**config.mk**
```make
export PLATFORM = sky130hd
export DESIGN_NAME = touch_hold_right_click_emulator
export DESIGN_NICKNAME = d
export VERILOG_FILES = /design/src/design/thrce_pkg.sv /design/src/design/thrce_front.sv /design/src/design/thrce_queue.sv /design/src/design/thrce_back.sv /design/src/design/touch_hold_right_click_emulator.sv
export SDC_FILE = /design/constraint.sdc
export NUM_CORES = 1
export LEC_CHECK = 0
export BUFFER_PORTS_ARGS = -buffer_cell sky130_fd_sc_hd__buf_2
export CAP_MARGIN = 0
export CORE_MARGIN = 3
export CORE_UTILIZATION = 50
export CTS_BUF_LIST = sky130_fd_sc_hd__clkbuf_8
export CTS_CLUSTER_DIAMETER = 100
export DETAILED_ROUTE_END_ITERATION = 10
export GPL_TIMING_DRIVEN = 0
export PLACE_DENSITY = 0.68
export SKIP_LAST_GASP = 1
export SLEW_MARGIN = 25
export SYNTH_ARGS = -nofsm -noshare
export SYNTH_HDL_FRONTEND = slang
export SYNTH_SLANG_ARGS = --single-unit
```
**constraint.sdc**
```tcl
create_clock -name clk -period 12 [get_ports clk]
set_input_delay 2.4 -clock clk [delete_from_list [all_inputs] [get_ports clk]]
set_output_delay 2.4 -clock clk [all_outputs]
set_load 0.05 [all_outputs]
```
**src/design/thrce_pkg.sv**
```systemverilog
`timescale 1ns / 1ps

package thrce_pkg;

  // fixed field widths of the sample and event streams
  localparam int COORD_W   = 12;
  localparam int TIME_W    = 32;
  localparam int DUR_W     = 16;
  localparam int RANGE_W   = 12;
  localparam int CFG_IDX_W = 2;
  localparam int CFG_DAT_W = 16;
  localparam int KIND_W    = 3;

  // configuration register indexes
  localparam logic [CFG_IDX_W-1:0] CFG_RC_ENABLE  = 2'd0;
  localparam logic [CFG_IDX_W-1:0] CFG_HOLD_DUR   = 2'd1;
  localparam logic [CFG_IDX_W-1:0] CFG_HOLD_RANGE = 2'd2;

  // event kinds on the output stream
  typedef enum logic [KIND_W-1:0] {
    KIND_X     = 3'd0,
    KIND_Y     = 3'd1,
    KIND_LEFT  = 3'd2,
    KIND_RIGHT = 3'd3,
    KIND_SYNC  = 3'd4
  } kind_t;

  // classified sample handed from the front part to the event sequencer
  typedef struct packed {
    logic               report_xy;   // position events are sent
    logic               fire_right;  // forced right-button transition
    logic               rc_enable;   // right-button event is sent
    logic               right_down;  // button states after the sample
    logic               left_down;
    logic [COORD_W-1:0] x;
    logic [COORD_W-1:0] y;
  } sample_desc_t;

endpackage

```
**src/design/thrce_front.sv**
```systemverilog
`timescale 1ns / 1ps

module thrce_front import thrce_pkg::*; #(
  parameter int COORD_BITS = 12,
  parameter int NODRAG_MS  = 200
) (
  input  logic                 clk,
  input  logic                 rst_n,
  // configuration writes
  input  logic                 cfg_valid,
  input  logic [CFG_IDX_W-1:0] cfg_index,
  input  logic [CFG_DAT_W-1:0] cfg_data,
  // sample request
  input  logic                 in_valid,
  output logic                 in_ready,
  input  logic                 in_pressed,
  input  logic [COORD_W-1:0]   in_x,
  input  logic [COORD_W-1:0]   in_y,
  input  logic [TIME_W-1:0]    in_time,
  // classified sample to the queue
  input  logic                 q_ready,
  output logic                 q_push,
  output sample_desc_t         q_desc
);

  localparam int CB = (COORD_BITS < COORD_W) ? COORD_BITS : COORD_W;
  localparam int HALF_W = RANGE_W - 1;
  localparam int SW = ((CB > HALF_W) ? CB : HALF_W) + 1;

  logic                rc_enable_r;
  logic [DUR_W-1:0]    hold_dur_r;
  logic [RANGE_W-1:0]  hold_range_r;

  logic                left_down_r, left_down_nxt;
  logic                right_down_r, right_down_nxt;
  logic [TIME_W-1:0]   touch_start_r, touch_start_nxt;
  logic [TIME_W-1:0]   hold_start_r, hold_start_nxt;
  logic [CB-1:0]       held_x_r, held_x_nxt;
  logic [CB-1:0]       held_y_r, held_y_nxt;

  logic [CB-1:0]       x_m, y_m;
  logic                left_a, right_a, first;
  logic [TIME_W-1:0]   diff_t, diff_h;
  logic                report;
  logic [CB-1:0]       hx_eff, hy_eff;
  logic [SW-1:0]       sx_w, sy_w, hx_w, hy_w, half_w;
  logic                in_square, hold_done, hold_twice, fire_cond, restart;

  assign in_ready = q_ready;
  assign q_push   = in_valid & q_ready;

  // coordinates keep only the low bits in use
  assign x_m = in_x[CB-1:0];
  assign y_m = in_y[CB-1:0];

  // button update from the pressed flag
  always_comb begin
    if (in_pressed) begin
      left_a  = left_down_r | right_down_r ? left_down_r  : 1'b1;
      right_a = left_down_r | right_down_r ? right_down_r : 1'b0;
    end else begin
      left_a  = 1'b0;
      right_a = 1'b0;
    end
    first = ~left_down_r & left_a;
  end

  // elapsed times, a new touch restarts both timers at zero
  assign diff_t = first ? '0 : in_time - touch_start_r;
  assign diff_h = first ? '0 : in_time - hold_start_r;
  assign report = first | (diff_t >= TIME_W'(NODRAG_MS));

  // inside the no-drag window the sample becomes the held position
  assign hx_eff = report ? held_x_r : x_m;
  assign hy_eff = report ? held_y_r : y_m;

  // square test around the sample, strict on all four sides
  assign sx_w   = SW'(x_m);
  assign sy_w   = SW'(y_m);
  assign hx_w   = SW'(hx_eff);
  assign hy_w   = SW'(hy_eff);
  assign half_w = SW'(hold_range_r[RANGE_W-1:1]);
  assign in_square = (hx_w + half_w > sx_w) && (hx_w < sx_w + half_w) &&
                     (hy_w + half_w > sy_w) && (hy_w < sy_w + half_w);

  assign hold_done  = diff_h >= TIME_W'(hold_dur_r);
  assign hold_twice = diff_h >= TIME_W'({hold_dur_r, 1'b0});
  assign fire_cond  = rc_enable_r & hold_done & in_square;

  // right click and hold restart
  always_comb begin
    left_down_nxt  = fire_cond ? 1'b0 : left_a;
    right_down_nxt = fire_cond ? 1'b1 : right_a;
    restart        = rc_enable_r & hold_twice & ~right_down_nxt;
    touch_start_nxt = first ? in_time : touch_start_r;
    hold_start_nxt  = (first | restart) ? in_time : hold_start_r;
    held_x_nxt      = restart ? x_m : hx_eff;
    held_y_nxt      = restart ? y_m : hy_eff;
  end

  // descriptor for the sequencer
  always_comb begin
    q_desc.report_xy  = report;
    q_desc.fire_right = rc_enable_r & ~right_down_r & right_down_nxt;
    q_desc.rc_enable  = rc_enable_r;
    q_desc.right_down = right_down_nxt;
    q_desc.left_down  = left_down_nxt;
    q_desc.x          = COORD_W'(x_m);
    q_desc.y          = COORD_W'(y_m);
  end

  // configuration registers
  always_ff @(posedge clk) begin
    if (!rst_n) begin
      rc_enable_r  <= 1'b1;
      hold_dur_r   <= DUR_W'(1000);
      hold_range_r <= RANGE_W'(10);
    end else if (cfg_valid) begin
      unique case (cfg_index)
        CFG_RC_ENABLE:  rc_enable_r  <= cfg_data[0];
        CFG_HOLD_DUR:   hold_dur_r   <= cfg_data[DUR_W-1:0];
        CFG_HOLD_RANGE: hold_range_r <= cfg_data[RANGE_W-1:0];
        default: ;
      endcase
    end
  end

  // touch state
  always_ff @(posedge clk) begin
    if (!rst_n) begin
      left_down_r   <= 1'b0;
      right_down_r  <= 1'b0;
      touch_start_r <= '0;
      hold_start_r  <= '0;
      held_x_r      <= '0;
      held_y_r      <= '0;
    end else if (q_push) begin
      left_down_r   <= left_down_nxt;
      right_down_r  <= right_down_nxt;
      touch_start_r <= touch_start_nxt;
      hold_start_r  <= hold_start_nxt;
      held_x_r      <= held_x_nxt;
      held_y_r      <= held_y_nxt;
    end
  end

  // both buttons are never down together
  a_buttons_excl: assert property (@(posedge clk) disable iff (!rst_n)
    !(left_down_r && right_down_r))
    else $error("left and right both down");

  // a forced transition always leaves right down and left up
  a_fire_state: assert property (@(posedge clk) disable iff (!rst_n)
    (q_push && q_desc.fire_right) |=> (right_down_r && !left_down_r))
    else $error("right click left wrong button state");

  // right never goes down while the feature is off
  a_fire_enabled: assert property (@(posedge clk) disable iff (!rst_n)
    (q_push && !rc_enable_r && !right_down_r) |=> !right_down_r)
    else $error("right pressed with right click disabled");

endmodule

```
**src/design/thrce_queue.sv**
```systemverilog
`timescale 1ns / 1ps

module thrce_queue import thrce_pkg::*; (
  input  logic         clk,
  input  logic         rst_n,
  input  logic         push,
  input  sample_desc_t push_desc,
  output logic         not_full,
  input  logic         pop,
  output logic         not_empty,
  output sample_desc_t head_desc
);

  localparam int DEPTH = 2;
  localparam int AW    = $clog2(DEPTH);
  localparam int CW    = $clog2(DEPTH + 1);

  sample_desc_t    entry_r [DEPTH];
  logic [AW-1:0]   wr_ptr_r, rd_ptr_r;
  logic [CW-1:0]   count_r;

  assign not_full  = count_r != CW'(DEPTH);
  assign not_empty = count_r != '0;
  assign head_desc = entry_r[rd_ptr_r];

  // entry storage
  always_ff @(posedge clk) begin
    if (push) begin
      entry_r[wr_ptr_r] <= push_desc;
    end
  end

  // pointers and fill count
  always_ff @(posedge clk) begin
    if (!rst_n) begin
      wr_ptr_r <= '0;
      rd_ptr_r <= '0;
      count_r  <= '0;
    end else begin
      if (push) begin
        wr_ptr_r <= wr_ptr_r + AW'(1);
      end
      if (pop) begin
        rd_ptr_r <= rd_ptr_r + AW'(1);
      end
      if (push && !pop) begin
        count_r <= count_r + CW'(1);
      end else if (pop && !push) begin
        count_r <= count_r - CW'(1);
      end
    end
  end

endmodule

```
**src/design/thrce_back.sv**
```systemverilog
`timescale 1ns / 1ps

module thrce_back import thrce_pkg::*; (
  input  logic                clk,
  input  logic                rst_n,
  // head of the queue
  input  logic                q_valid,
  input  sample_desc_t        q_desc,
  output logic                q_pop,
  // event stream
  output logic                out_valid,
  input  logic                out_ready,
  output kind_t               out_kind,
  output logic [COORD_W-1:0]  out_value,
  output logic                out_last
);

  typedef enum logic [3:0] {
    ST_X, ST_Y, ST_F0, ST_F1, ST_F2, ST_F3, ST_F4, ST_F5, ST_R, ST_L, ST_S
  } step_t;

  step_t               step_r, cur_step, next_step;
  logic                active_r;
  logic                out_valid_r;
  kind_t               out_kind_r;
  logic [COORD_W-1:0]  out_value_r;
  logic                out_last_r;
  logic                slot_free, emit;
  kind_t               ev_kind;
  logic [COORD_W-1:0]  ev_value;

  assign slot_free = ~out_valid_r | out_ready;
  assign emit      = q_valid & slot_free;
  assign q_pop     = emit & (cur_step == ST_S);

  // step to emit now: the first one of a fresh sample, or the one in flight
  always_comb begin
    if (active_r) begin
      cur_step = step_r;
    end else if (q_desc.report_xy) begin
      cur_step = ST_X;
    end else if (q_desc.fire_right) begin
      cur_step = ST_F0;
    end else if (q_desc.rc_enable) begin
      cur_step = ST_R;
    end else begin
      cur_step = ST_L;
    end
  end

  // event of the current step and the step after it
  always_comb begin
    ev_value  = '0;
    next_step = ST_S;
    unique case (cur_step)
      ST_X: begin
        ev_kind   = KIND_X;
        ev_value  = q_desc.x;
        next_step = ST_Y;
      end
      ST_Y: begin
        ev_kind   = KIND_Y;
        ev_value  = q_desc.y;
        next_step = q_desc.fire_right ? ST_F0 : (q_desc.rc_enable ? ST_R : ST_L);
      end
      ST_F0: begin
        ev_kind   = KIND_LEFT;
        next_step = ST_F1;
      end
      ST_F1: begin
        ev_kind   = KIND_RIGHT;
        next_step = ST_F2;
      end
      ST_F2: begin
        ev_kind   = KIND_SYNC;
        next_step = ST_F3;
      end
      ST_F3: begin
        ev_kind   = KIND_LEFT;
        next_step = ST_F4;
      end
      ST_F4: begin
        ev_kind   = KIND_RIGHT;
        ev_value  = COORD_W'(1);
        next_step = ST_F5;
      end
      ST_F5: begin
        ev_kind   = KIND_SYNC;
        next_step = ST_R;
      end
      ST_R: begin
        ev_kind   = KIND_RIGHT;
        ev_value  = COORD_W'(q_desc.right_down);
        next_step = ST_L;
      end
      ST_L: begin
        ev_kind   = KIND_LEFT;
        ev_value  = COORD_W'(q_desc.left_down);
        next_step = ST_S;
      end
      ST_S: begin
        ev_kind   = KIND_SYNC;
        next_step = ST_S;
      end
      default: begin
        ev_kind   = KIND_SYNC;
        next_step = ST_S;
      end
    endcase
  end

  // sequencer state and output register
  always_ff @(posedge clk) begin
    if (!rst_n) begin
      step_r      <= ST_S;
      active_r    <= 1'b0;
      out_valid_r <= 1'b0;
      out_kind_r  <= KIND_SYNC;
      out_value_r <= '0;
      out_last_r  <= 1'b0;
    end else begin
      if (emit) begin
        out_valid_r <= 1'b1;
        out_kind_r  <= ev_kind;
        out_value_r <= ev_value;
        out_last_r  <= cur_step == ST_S;
        step_r      <= next_step;
        active_r    <= cur_step != ST_S;
      end else if (out_ready) begin
        out_valid_r <= 1'b0;
      end
    end
  end

  assign out_valid = out_valid_r;
  assign out_kind  = out_kind_r;
  assign out_value = out_value_r;
  assign out_last  = out_last_r;

  // a sample in flight always has its descriptor at the queue head
  a_active_head: assert property (@(posedge clk) disable iff (!rst_n)
    active_r |-> q_valid)
    else $error("sequencer active with empty queue");

  // the closing event of a sample is a sync
  a_last_sync: assert property (@(posedge clk) disable iff (!rst_n)
    (out_valid_r && out_last_r) |-> (out_kind_r == KIND_SYNC))
    else $error("last event is not a sync");

  // a forced transition only comes with right click enabled
  a_fire_en: assert property (@(posedge clk) disable iff (!rst_n)
    (q_valid && q_desc.fire_right) |-> (q_desc.rc_enable && q_desc.right_down))
    else $error("forced transition without right click");

endmodule

```
**src/design/touch_hold_right_click_emulator.sv**
```systemverilog
`timescale 1ns / 1ps

// Touch press-and-hold right click: each touch sample (pressed flag in
// in_tuser, x, y and a millisecond timestamp in in_tdata) is classified
// combinationally by the front part, which keeps the button states and
// timers, and goes into a two-entry queue. The event sequencer behind it
// sends the resulting events (position, forced right-button transition,
// buttons, sync) one per cycle while out_tready allows, 2 to 11 events per
// sample, so the sustained sample rate is set by the single event port. A
// sample is taken whenever the queue has room, also while earlier events
// still wait on out_tready; the first event of a sample passes through the
// queue entry and then the output register when the output is free.
module touch_hold_right_click_emulator import thrce_pkg::*; #(
  parameter int COORD_BITS = 12,
  parameter int NODRAG_MS  = 200
) (
  input  logic                 clk,
  input  logic                 rst_n,
  // configuration writes
  input  logic                 cfg_valid,
  output logic                 cfg_ready,
  input  logic [CFG_IDX_W-1:0] cfg_index,
  input  logic [CFG_DAT_W-1:0] cfg_data,
  // touch samples
  input  logic                 in_tvalid,
  output logic                 in_tready,
  input  logic [55:0]          in_tdata,   // pos_x[11:0], pos_y[23:12], time_ms[55:24]
  input  logic                 in_tuser,   // pressed
  // events
  output logic                 out_tvalid,
  input  logic                 out_tready,
  output logic [15:0]          out_tdata,  // event_value[11:0], zero[15:12]
  output logic [KIND_W-1:0]    out_tuser,  // event_kind[2:0]
  output logic                 out_tlast   // last_event
);

  logic         q_push, q_pop, q_not_full, q_not_empty;
  sample_desc_t push_desc, head_desc;
  kind_t        ev_kind;
  logic [COORD_W-1:0] ev_value;

  assign cfg_ready = 1'b1;

  thrce_front #(
    .COORD_BITS (COORD_BITS),
    .NODRAG_MS  (NODRAG_MS)
  ) u_front (
    .clk        (clk),
    .rst_n      (rst_n),
    .cfg_valid  (cfg_valid),
    .cfg_index  (cfg_index),
    .cfg_data   (cfg_data),
    .in_valid   (in_tvalid),
    .in_ready   (in_tready),
    .in_pressed (in_tuser),
    .in_x       (in_tdata[11:0]),
    .in_y       (in_tdata[23:12]),
    .in_time    (in_tdata[55:24]),
    .q_ready    (q_not_full),
    .q_push     (q_push),
    .q_desc     (push_desc)
  );

  thrce_queue u_queue (
    .clk       (clk),
    .rst_n     (rst_n),
    .push      (q_push),
    .push_desc (push_desc),
    .not_full  (q_not_full),
    .pop       (q_pop),
    .not_empty (q_not_empty),
    .head_desc (head_desc)
  );

  thrce_back u_back (
    .clk       (clk),
    .rst_n     (rst_n),
    .q_valid   (q_not_empty),
    .q_desc    (head_desc),
    .q_pop     (q_pop),
    .out_valid (out_tvalid),
    .out_ready (out_tready),
    .out_kind  (ev_kind),
    .out_value (ev_value),
    .out_last  (out_tlast)
  );

  assign out_tdata = {4'b0, ev_value};
  assign out_tuser = ev_kind;

endmodule

```
==> results of run 1 <==
power by group through the flow:
stage | Sequential (mW) | Clock [mW] | Combinational (mW)
floorplan | 0.883 | 0 | 0.742
global placement | 0.845 | 0 | 1.02
detailed placement | 0.848 | 0 | 1.04
CTS | 0.835 | 0.692 | 1.05
global route | 0.844 | 0.720 | 1.18
finish | 0.836 | 0.675 | 1.05
per-layer routing:
layer / GRT usage (%) / up-vias
met5: 0 / -
met3: 3.442 / 79
li1: - / 7230
met2: 39.90 / 376
met1: 36.91 / 6884
met4: 7.239 / 2
critical path, delay by kind of cell:
kind / cells / cell delay, ns
AOI/OAI and AO/OA: 14 / 3.06
muxes: 2 / 0.67
buffers and inverters: 4 / 0.95
adders and majority gates: 4 / 1.14
and+or+nand+nor: 10 / 3.13
xor gates and xnor gates: 1 / 0.15
cell usage in the layout (no fill, tap or decap), types with 52 or more instances in the layout:
master,instances
nor2_1,93
nand2_1,324
clkbuf_1,52
inv_1,164
edfxtp_1,58
ha_1,187
o21ai_0,75
buf_2,113
a21oi_1,121
dfxtp_1,145
mux2i_1,69
a21boi_0,57
flip-flops by register name (all words and copies together) (netlist names), named ones only:
signal                 count
u_queue.entry_r           58
u_front.hold_start_r      32
u_front.touch_start_r     32
u_front.hold_dur_r        16
u_back.out_value          12
u_front.held_x_r          12
u_front.held_y_r          12
u_front.hold_range_r      11
u_back.step_r              4
u_back.out_kind            3
u_queue.count_r            2
u_back.active_r            1
u_back.out_last            1
u_back.out_valid           1
u_front.left_down_r        1
u_front.rc_enable_r        1
u_front.right_down_r       1
u_queue.rd_ptr_r           1
u_queue.wr_ptr_r           1
worst max-delay path by stage:
stage | to | slack (ns) | cells past startpoint
6_report | u_front.hold_start_r[27]$_SDFFE_PN0P_ | 0.92 | 35
5_1_grt | u_front.hold_start_r[27]$_SDFFE_PN0P_ | 0.51 | 35
4_1_cts | u_front.hold_start_r[27]$_SDFFE_PN0P_ | 1.04 | 35
3_5_place_dp | u_front.hold_start_r[27]$_SDFFE_PN0P_ | 0.48 | 35
3_3_place_gp | u_front.hold_start_r[24]$_SDFFE_PN0P_ | 0.63 | 35
2_1_floorplan | u_front.hold_start_r[10]$_SDFFE_PN0P_ | 2.22 | 34
kinds of logic (layout without fill, tap and decap cells):
kind of cell / after synthesis / in the layout / share of synthesized area (%)
other: 2 / 9 / 0.04625
adder cells (fa/ha/maj): 193 / 193 / 15.15
multiplexers: 107 / 107 / 7.813
XOR/XNOR: 72 / 72 / 3.883
AND/OR/NAND/NOR: 655 / 655 / 18.82
buffers and inverters: 235 / 398 / 5.933
AO/OA/AOI/OAI: 476 / 476 / 19.76
flip-flops: 203 / 203 / 28.60
metrics by stage:
step                instance area (µm²)  hold WS (ns)  setup WS, ns  cells  util (%)
floorplan                         16250        0.4347         2.215   1946         -
global placement                  17280        0.4418        0.6301   2477     54.33
finish                            18070        0.4613        0.9155   2548     56.82
CTS                               18060        0.4615         1.036   2544     56.79
detailed placement                17310        0.4487        0.4800   2478     54.44
global route                      18060        0.4708        0.5094   2546     56.80
cell type report:
class	instances	area, µm²
Buffer	82	389.1
Antenna cell	4	10.01
Fill cell	2919	13730
Inverter	153	574.3
Clock inverter	25	181.4
Tap cell	435	544.3
Timing Repair Buffer	97	508.0
Multi-Input combinational cell	1508	10650
Clock buffer	41	564.3
Sequential cell	203	4644
==> run_results.csv, run 1 <==
group,metric,value,unit
outcome,status,"finished clean",
route,ant_nets,0,
grt,grt_pass1_wl,70.99,mm
clock_network,cts_tree,"yes",
floorplanning,core_area,31800,µm²
critical_path,critPathSlowestCell,"nor4_4",
logic_synthesis,yosysTopAreaCell,"dfxtp_1",
route,wl_per_cell,17.70,µm
timing,skew,0.03889,ns
grt,grt_pass1_vias,13723,
pwr,powerDensity,142.0,nW/µm²
route,vias_per_cell,5.719,
timing,slew_violations,0,
critical_path,cp.required,12.46,ns
critical_path,timing.rr.end,"u_front.hold_start_r[27]$_SDFFE_PN0P_",
critical_path,rr_worst_depth,34,
timing,finalHoldViolCount,0,
clock_network,htreeDepth,2,
critical_path,slowest_delay,0.82,ns
grt,grt_max_degree,30,
pwr,netSwitchingPower,0.9969,mW
clock_network,numCtsBuffers,37,
route,drc,0,
route,m1WireLength,21.98,mm
logic_synthesis,synth_common_cells,"nand2_1 (324), ha_1 (187), inv_1 (153)",
pwr,power.total,2.566,mW
timing,rsz0062_at_grt,"no",
hold_path,min_path_type,"register to register",
pwr,seqPwrFrac,32.6,%
logic_synthesis,yosysTopAreaCellShare,17.88,%
pwr,internal_power,1.569,mW
pwr,pwr-share-clk,26.3,%
critical_path,critical_path.max_fanout,10,
pwr,ir_worst_vdd,0.00007057,V
pwr,sw_frac_of_total,38.86,%
logic_synthesis,synth_seq_cells,203,
grt,antenna_found_initial,3,
critical_path,reg2reg_from,"u_front.touch_start_r[19]$_SDFFE_PN0P_",
clock_network,cts_buffer_depth,3,
logic_synthesis,syn-cell-area,16240,µm²
floorplanning,rows,65,
floorplanning,die_x,186.2,µm
critical_path,arrival,11.55,ns
place,gp_congestion,0.9453,
route,drt_wl_total,45.11,mm
route,route.met2.wl,19.55,mm
timing,fin_crit,11.08,ns
logic_synthesis,avgSynthCellArea,8.358,µm²
critical_path,path_class,"input port to register",
finish,final_nets,2355,
finish,area_growth,11.26,%
hold_path,holdPathStages,2,
hold_path,hp-start,"u_front.held_x_r[7]$_SDFFE_PN0P_",
critical_path,crit_path_end_kind,"register",
floorplanning,io_pins,103,
grt,grt_util_all_layers,25.47,%
timing,setup_violations,0,
logic_synthesis,synth.yosys.warnings,0,
clock_network,cts-root-buf,"clkbuf_8",
logic_synthesis,synth.distinct_cells,87,
route,vias,14571,
timing,final.setup.tns,0,ns
place,dpl.hpwl,36.12,mm
timing,timing.final.crit_share,92.37,%
critical_path,start_kind,"input port",
floorplanning,initial_core_util,51.07,%
critical_path,rrSetupSlack,2.64,ns
logic_synthesis,netlist_instances,1943,
logic_synthesis,synthArstFlopShare,0,%
route,dr.max_layer_used,"met5",
floorplanning,die_h,186.2,µm
pwr,power_frac_comb,41.1,%
clock_network,clk_latency,0.56,ns
logic_synthesis,yosysMostFrequentCell,"nand2_1",
logic_synthesis,yosysSeqAreaShare,28.60,%
clock_network,cts_setup_buffers,0,
logic_synthesis,synth-edff-count,58,
clock_network,path_clk_slew,0.06,ns
place,port_buffers,96,
grt,overflow,0,
clock_network,cts_hold_buf,0,
route,wl_met3,2.485,mm
pwr,power_leakage,7.757,nW
clock_network,ctsResizeCount,0,
timing,slew_headroom,33.74,%
logic_synthesis,synthTopCellsByArea,"dfxtp_1 (18%), ha_1 (14%), edfxtp_1 (11%)",
route,firstDrtPassIters,5,
timing,tightest_slew,0.9865,ns
route,initialDrtViolationCount,832,
timing,max_freq,0.09022,GHz
logic_synthesis,ys.flop_type,"dfxtp_1",
floorplanning,dieArea,34680,µm²
critical_path,setup.worst_path.start,"in_tdata[24]",
clock_network,cts_num_sinks,203,
job,drv_cap,0,
finish,drive_gt1_share,11.38,%
hold_path,hold_end,"u_front.held_x_r[7]$_SDFFE_PN0P_",
No activity file was read; power rests on OpenSTA's default activity.
==> inputs of run 2 (changes only) <==
Settings changed: CTS_BUF_LIST sky130_fd_sc_hd__clkbuf_8 to sky130_fd_sc_hd__clkbuf_4 sky130_fd_sc_hd__clkbuf_8 sky130_fd_sc_hd__clkbuf_16, SYNTH_HIERARCHICAL set to 1.
==> run 2 against run 1 <==
Against the previous run:
- first-iteration DRC count increased by 23%
- critical path depth increased by 4
- worst hold slack got worse by 0.0046 ns
- sequential share of layout area decreased by 1.1 points
- flip-flop and latch count unchanged
- area after synthesis increased by 4.3%
- sequential power increased by 2%
- via count increased by 2.9%
==> run_results.csv, run 2 <==
group,metric,value,unit
grt,overflow,0,
place,dpl.hpwl,37.25,mm
floorplanning,dieArea,36110,µm²
critical_path,cp.required,12.48,ns
timing,timing.final.crit_share,91.10,%
critical_path,arrival,11.41,ns
finish,reg.largest.list,"u_queue/entry_r: 58 flops, u_front/hold_start_r: 32 flops, u_front/touch_start_r: 32 flops",
timing,max_freq,0.09147,GHz
critical_path,crit_path_end_kind,"register",
finish,fillers,3022,
pwr,ir_worst_vdd,0.0001031,V
pwr,seqPwrFrac,29.1,%
pwr,pwr-share-clk,27.5,%
hold_path,min_path_type,"register to register",
pwr,power.total,2.921,mW
timing,final.setup.tns,0,ns
logic_synthesis,syn-cell-area,16930,µm²
route,wl_per_cell,17.98,µm
route,vias,14987,
timing,rsz0062_at_grt,"no",
logic_synthesis,synth.yosys.warnings,6,
outcome,status,"finished clean",
grt,grt_util_all_layers,25.53,%
clock_network,cts_tree,"yes",
clock_network,numCtsBuffers,25,
logic_synthesis,ys.flop_type,"dfxtp_1",
finish,seqCellArea,4644,µm²
pwr,powerDensity,154.5,nW/µm²
clock_network,cts_buffer_depth,3,
pwr,sw_frac_of_total,38.24,%
finish,area_growth,11.64,%
floorplanning,core_area,32950,µm²
pwr,power_leakage,8.251,nW
finish,layout_commonest_cell,"nand2_1",
place,preCtsSetupSlack,0.6887,ns
finish,post-route-util,57.38,%
clock_network,cts_setup_buffers,0,
floorplanning,initial_core_util,51.40,%
timing,tightest_slew,1.006,ns
timing,hold_ws,0.4567,ns
timing,slew_headroom,32.34,%
route,drt_wl_total,46.86,mm
logic_synthesis,netlist_instances,2015,
pwr,internal_power,1.804,mW
timing,fin_crit,10.93,ns
route,drc,0,
job,drv_cap,0,
grt,grt_pass1_vias,14603,
floorplanning,die_h,190.0,µm
floorplanning,rows,66,
logic_synthesis,avgSynthCellArea,8.404,µm²
logic_synthesis,yosysSeqAreaShare,27.43,%
route,ant_nets,0,
route,initialDrtViolationCount,1025,
critical_path,path_class,"input port to register",
grt,use_met1,36.62,%
logic_synthesis,yosysTopAreaCell,"dfxtp_1",
floorplanning,die_x,190.0,µm
logic_synthesis,synthArstFlopShare,0,%
logic_synthesis,synth-edff-count,58,
finish,final_nets,2417,
pwr,netSwitchingPower,1.117,mW
clock_network,cts_hold_buf,0,
grt,grt_busiest_layer,"met2",
clock_network,ctsResizeCount,0,
finish,largest_register_ffs,58,
logic_synthesis,synth_seq_cells,203,
grt,antenna_found_initial,3,
timing,slew_violations,0,
logic_synthesis,synth.distinct_cells,93,
critical_path,slowest_delay,0.66,ns
finish,drive_gt1_share,12.30,%
timing,skew,0.01311,ns
place,port_buffers,97,
grt,grt_pass1_wl,75.29,mm
grt,use_met3,3.059,%
logic_synthesis,synth_common_cells,"nand2_1 (313), ha_1 (187), inv_1 (156)",
clock_network,path_clk_slew,0.06,ns
clock_network,htreeDepth,1,
critical_path,critical_path.max_fanout,10,
route,firstDrtPassIters,8,
pwr,power_frac_comb,43.4,%
timing,fin_ws,1.068,ns
finish,multi_input_area,11040,µm²
clock_network,cts_num_sinks,203,
clock_network,clk_latency,0.55,ns
logic_synthesis,synthTopCellsByArea,"dfxtp_1 (17%), ha_1 (14%), edfxtp_1 (10%)",
place,gp_congestion,0.9499,
clock_network,cts-root-buf,"clkbuf_16",
finish,mostFrequentLayoutCells,"nand2_1 (313), ha_1 (187), inv_1 (156), dfxtp_1 (145), a21oi_1 (122)",
timing,finalHoldViolCount,0,
critical_path,cp_common_cell,"a21o_1",
finish,largest-register,"u_queue/entry_r",
critical_path,start_kind,"input port",
logic_synthesis,yosysTopAreaCellShare,17.14,%
grt,grt_max_degree,30,
logic_synthesis,yosysMostFrequentCell,"nand2_1",
route,vias_per_cell,5.751,
grt,grt_util_met2,40.45,%
critical_path,critPathSlowestCell,"a2111oi_2",
timing,setup_violations,0,
floorplanning,io_pins,103,
## run 2: cell types whose count changed in the layout (fill, tap and decap cells not counted), sizes merged, moves of 12 or more
cell / delta
buf: +36
a22oi: -13
nand4: +12
mux4: -13
mux2: +30
nor3: -12
nor2b: -24
a22o: +22
nand2b: +13
a21o: +26
## run 2: path summary, 6_finish.rpt
| check | end | cells after the start | start | slack [ns] |
|---|---|---|---|---|
| min | u_front/hold_start_r[19]$_SDFFE_PN0P_ | 2 | u_front/hold_start_r[19]$_SDFFE_PN0P_ | 0.46 |
| min reg2reg | u_front/hold_start_r[19]$_SDFFE_PN0P_ | 2 | u_front/hold_start_r[19]$_SDFFE_PN0P_ | 0.46 |
| max | u_front/held_x_r[2]$_SDFFE_PN0P_ | 39 | in_tdata[24] | 1.07 |
| max reg2reg | u_front/held_x_r[2]$_SDFFE_PN0P_ | 37 | u_front/touch_start_r[0]$_SDFFE_PN0P_ | 2.79 |
## run 2: area by class of cell
type	count	area share, %
tap	442	2.925
multi-input combinational	1541	58.41
antenna	2	0.02647
clock inverter	17	1.204
buffer	118	3.626
sequential	203	24.56
clock buffer	28	3.428
timing repair buffer	99	2.713
inverter	156	3.097
## run 2: layer usage
metal	share of wire (%)	vias to the layer above
li1	-	7443
met1	47	7039
met2	44	425
met3	6.0	78
met4	2.7	2
met5	0.023	-
## run 2: worst max-delay path, delay by kind of cell
| family | cells | cell delay (ns) |
|---|---|---|
| muxes | 2 | 0.65 |
| AOI/OAI and AO/OA | 17 | 4.73 |
| adders and majority gates | 4 | 1.15 |
| buffers and inverters | 5 | 1.08 |
| xor gates and xnor gates | 1 | 0.14 |
| and+or+nand+nor | 10 | 1.28 |
## run 2: power by group through the flow
stage | sequential, mW | clock [mW] | combinational [mW]
floorplan | 0.886 | 0 | 0.920
global placement | 0.859 | 0 | 1.22
detailed placement | 0.862 | 0 | 1.24
CTS | 0.848 | 0.826 | 1.25
global route | 0.859 | 0.853 | 1.41
finish | 0.849 | 0.803 | 1.27
## run 2: stage by stage
stage / cells / cell area, µm²
after floorplan: 2018 / 16950
after global placement: 2557 / 17980
after detailed placement: 2559 / 18030
after CTS: 2604 / 18900
after global routing: 2606 / 18910
final: 2606 / 18910
## run 2: cells by family after synthesis
logic type | after synthesis | synth area share [%]
DFF | 203 | 27.43
AOI/OAI and AO/OA | 529 | 22.11
other | 2 | 0.04435
xor gates and xnor gates | 68 | 3.517
adders and majority gates | 193 | 14.53
buffers and inverters | 274 | 7.506
and+or+nand+nor | 630 | 17.59
muxes | 116 | 7.285
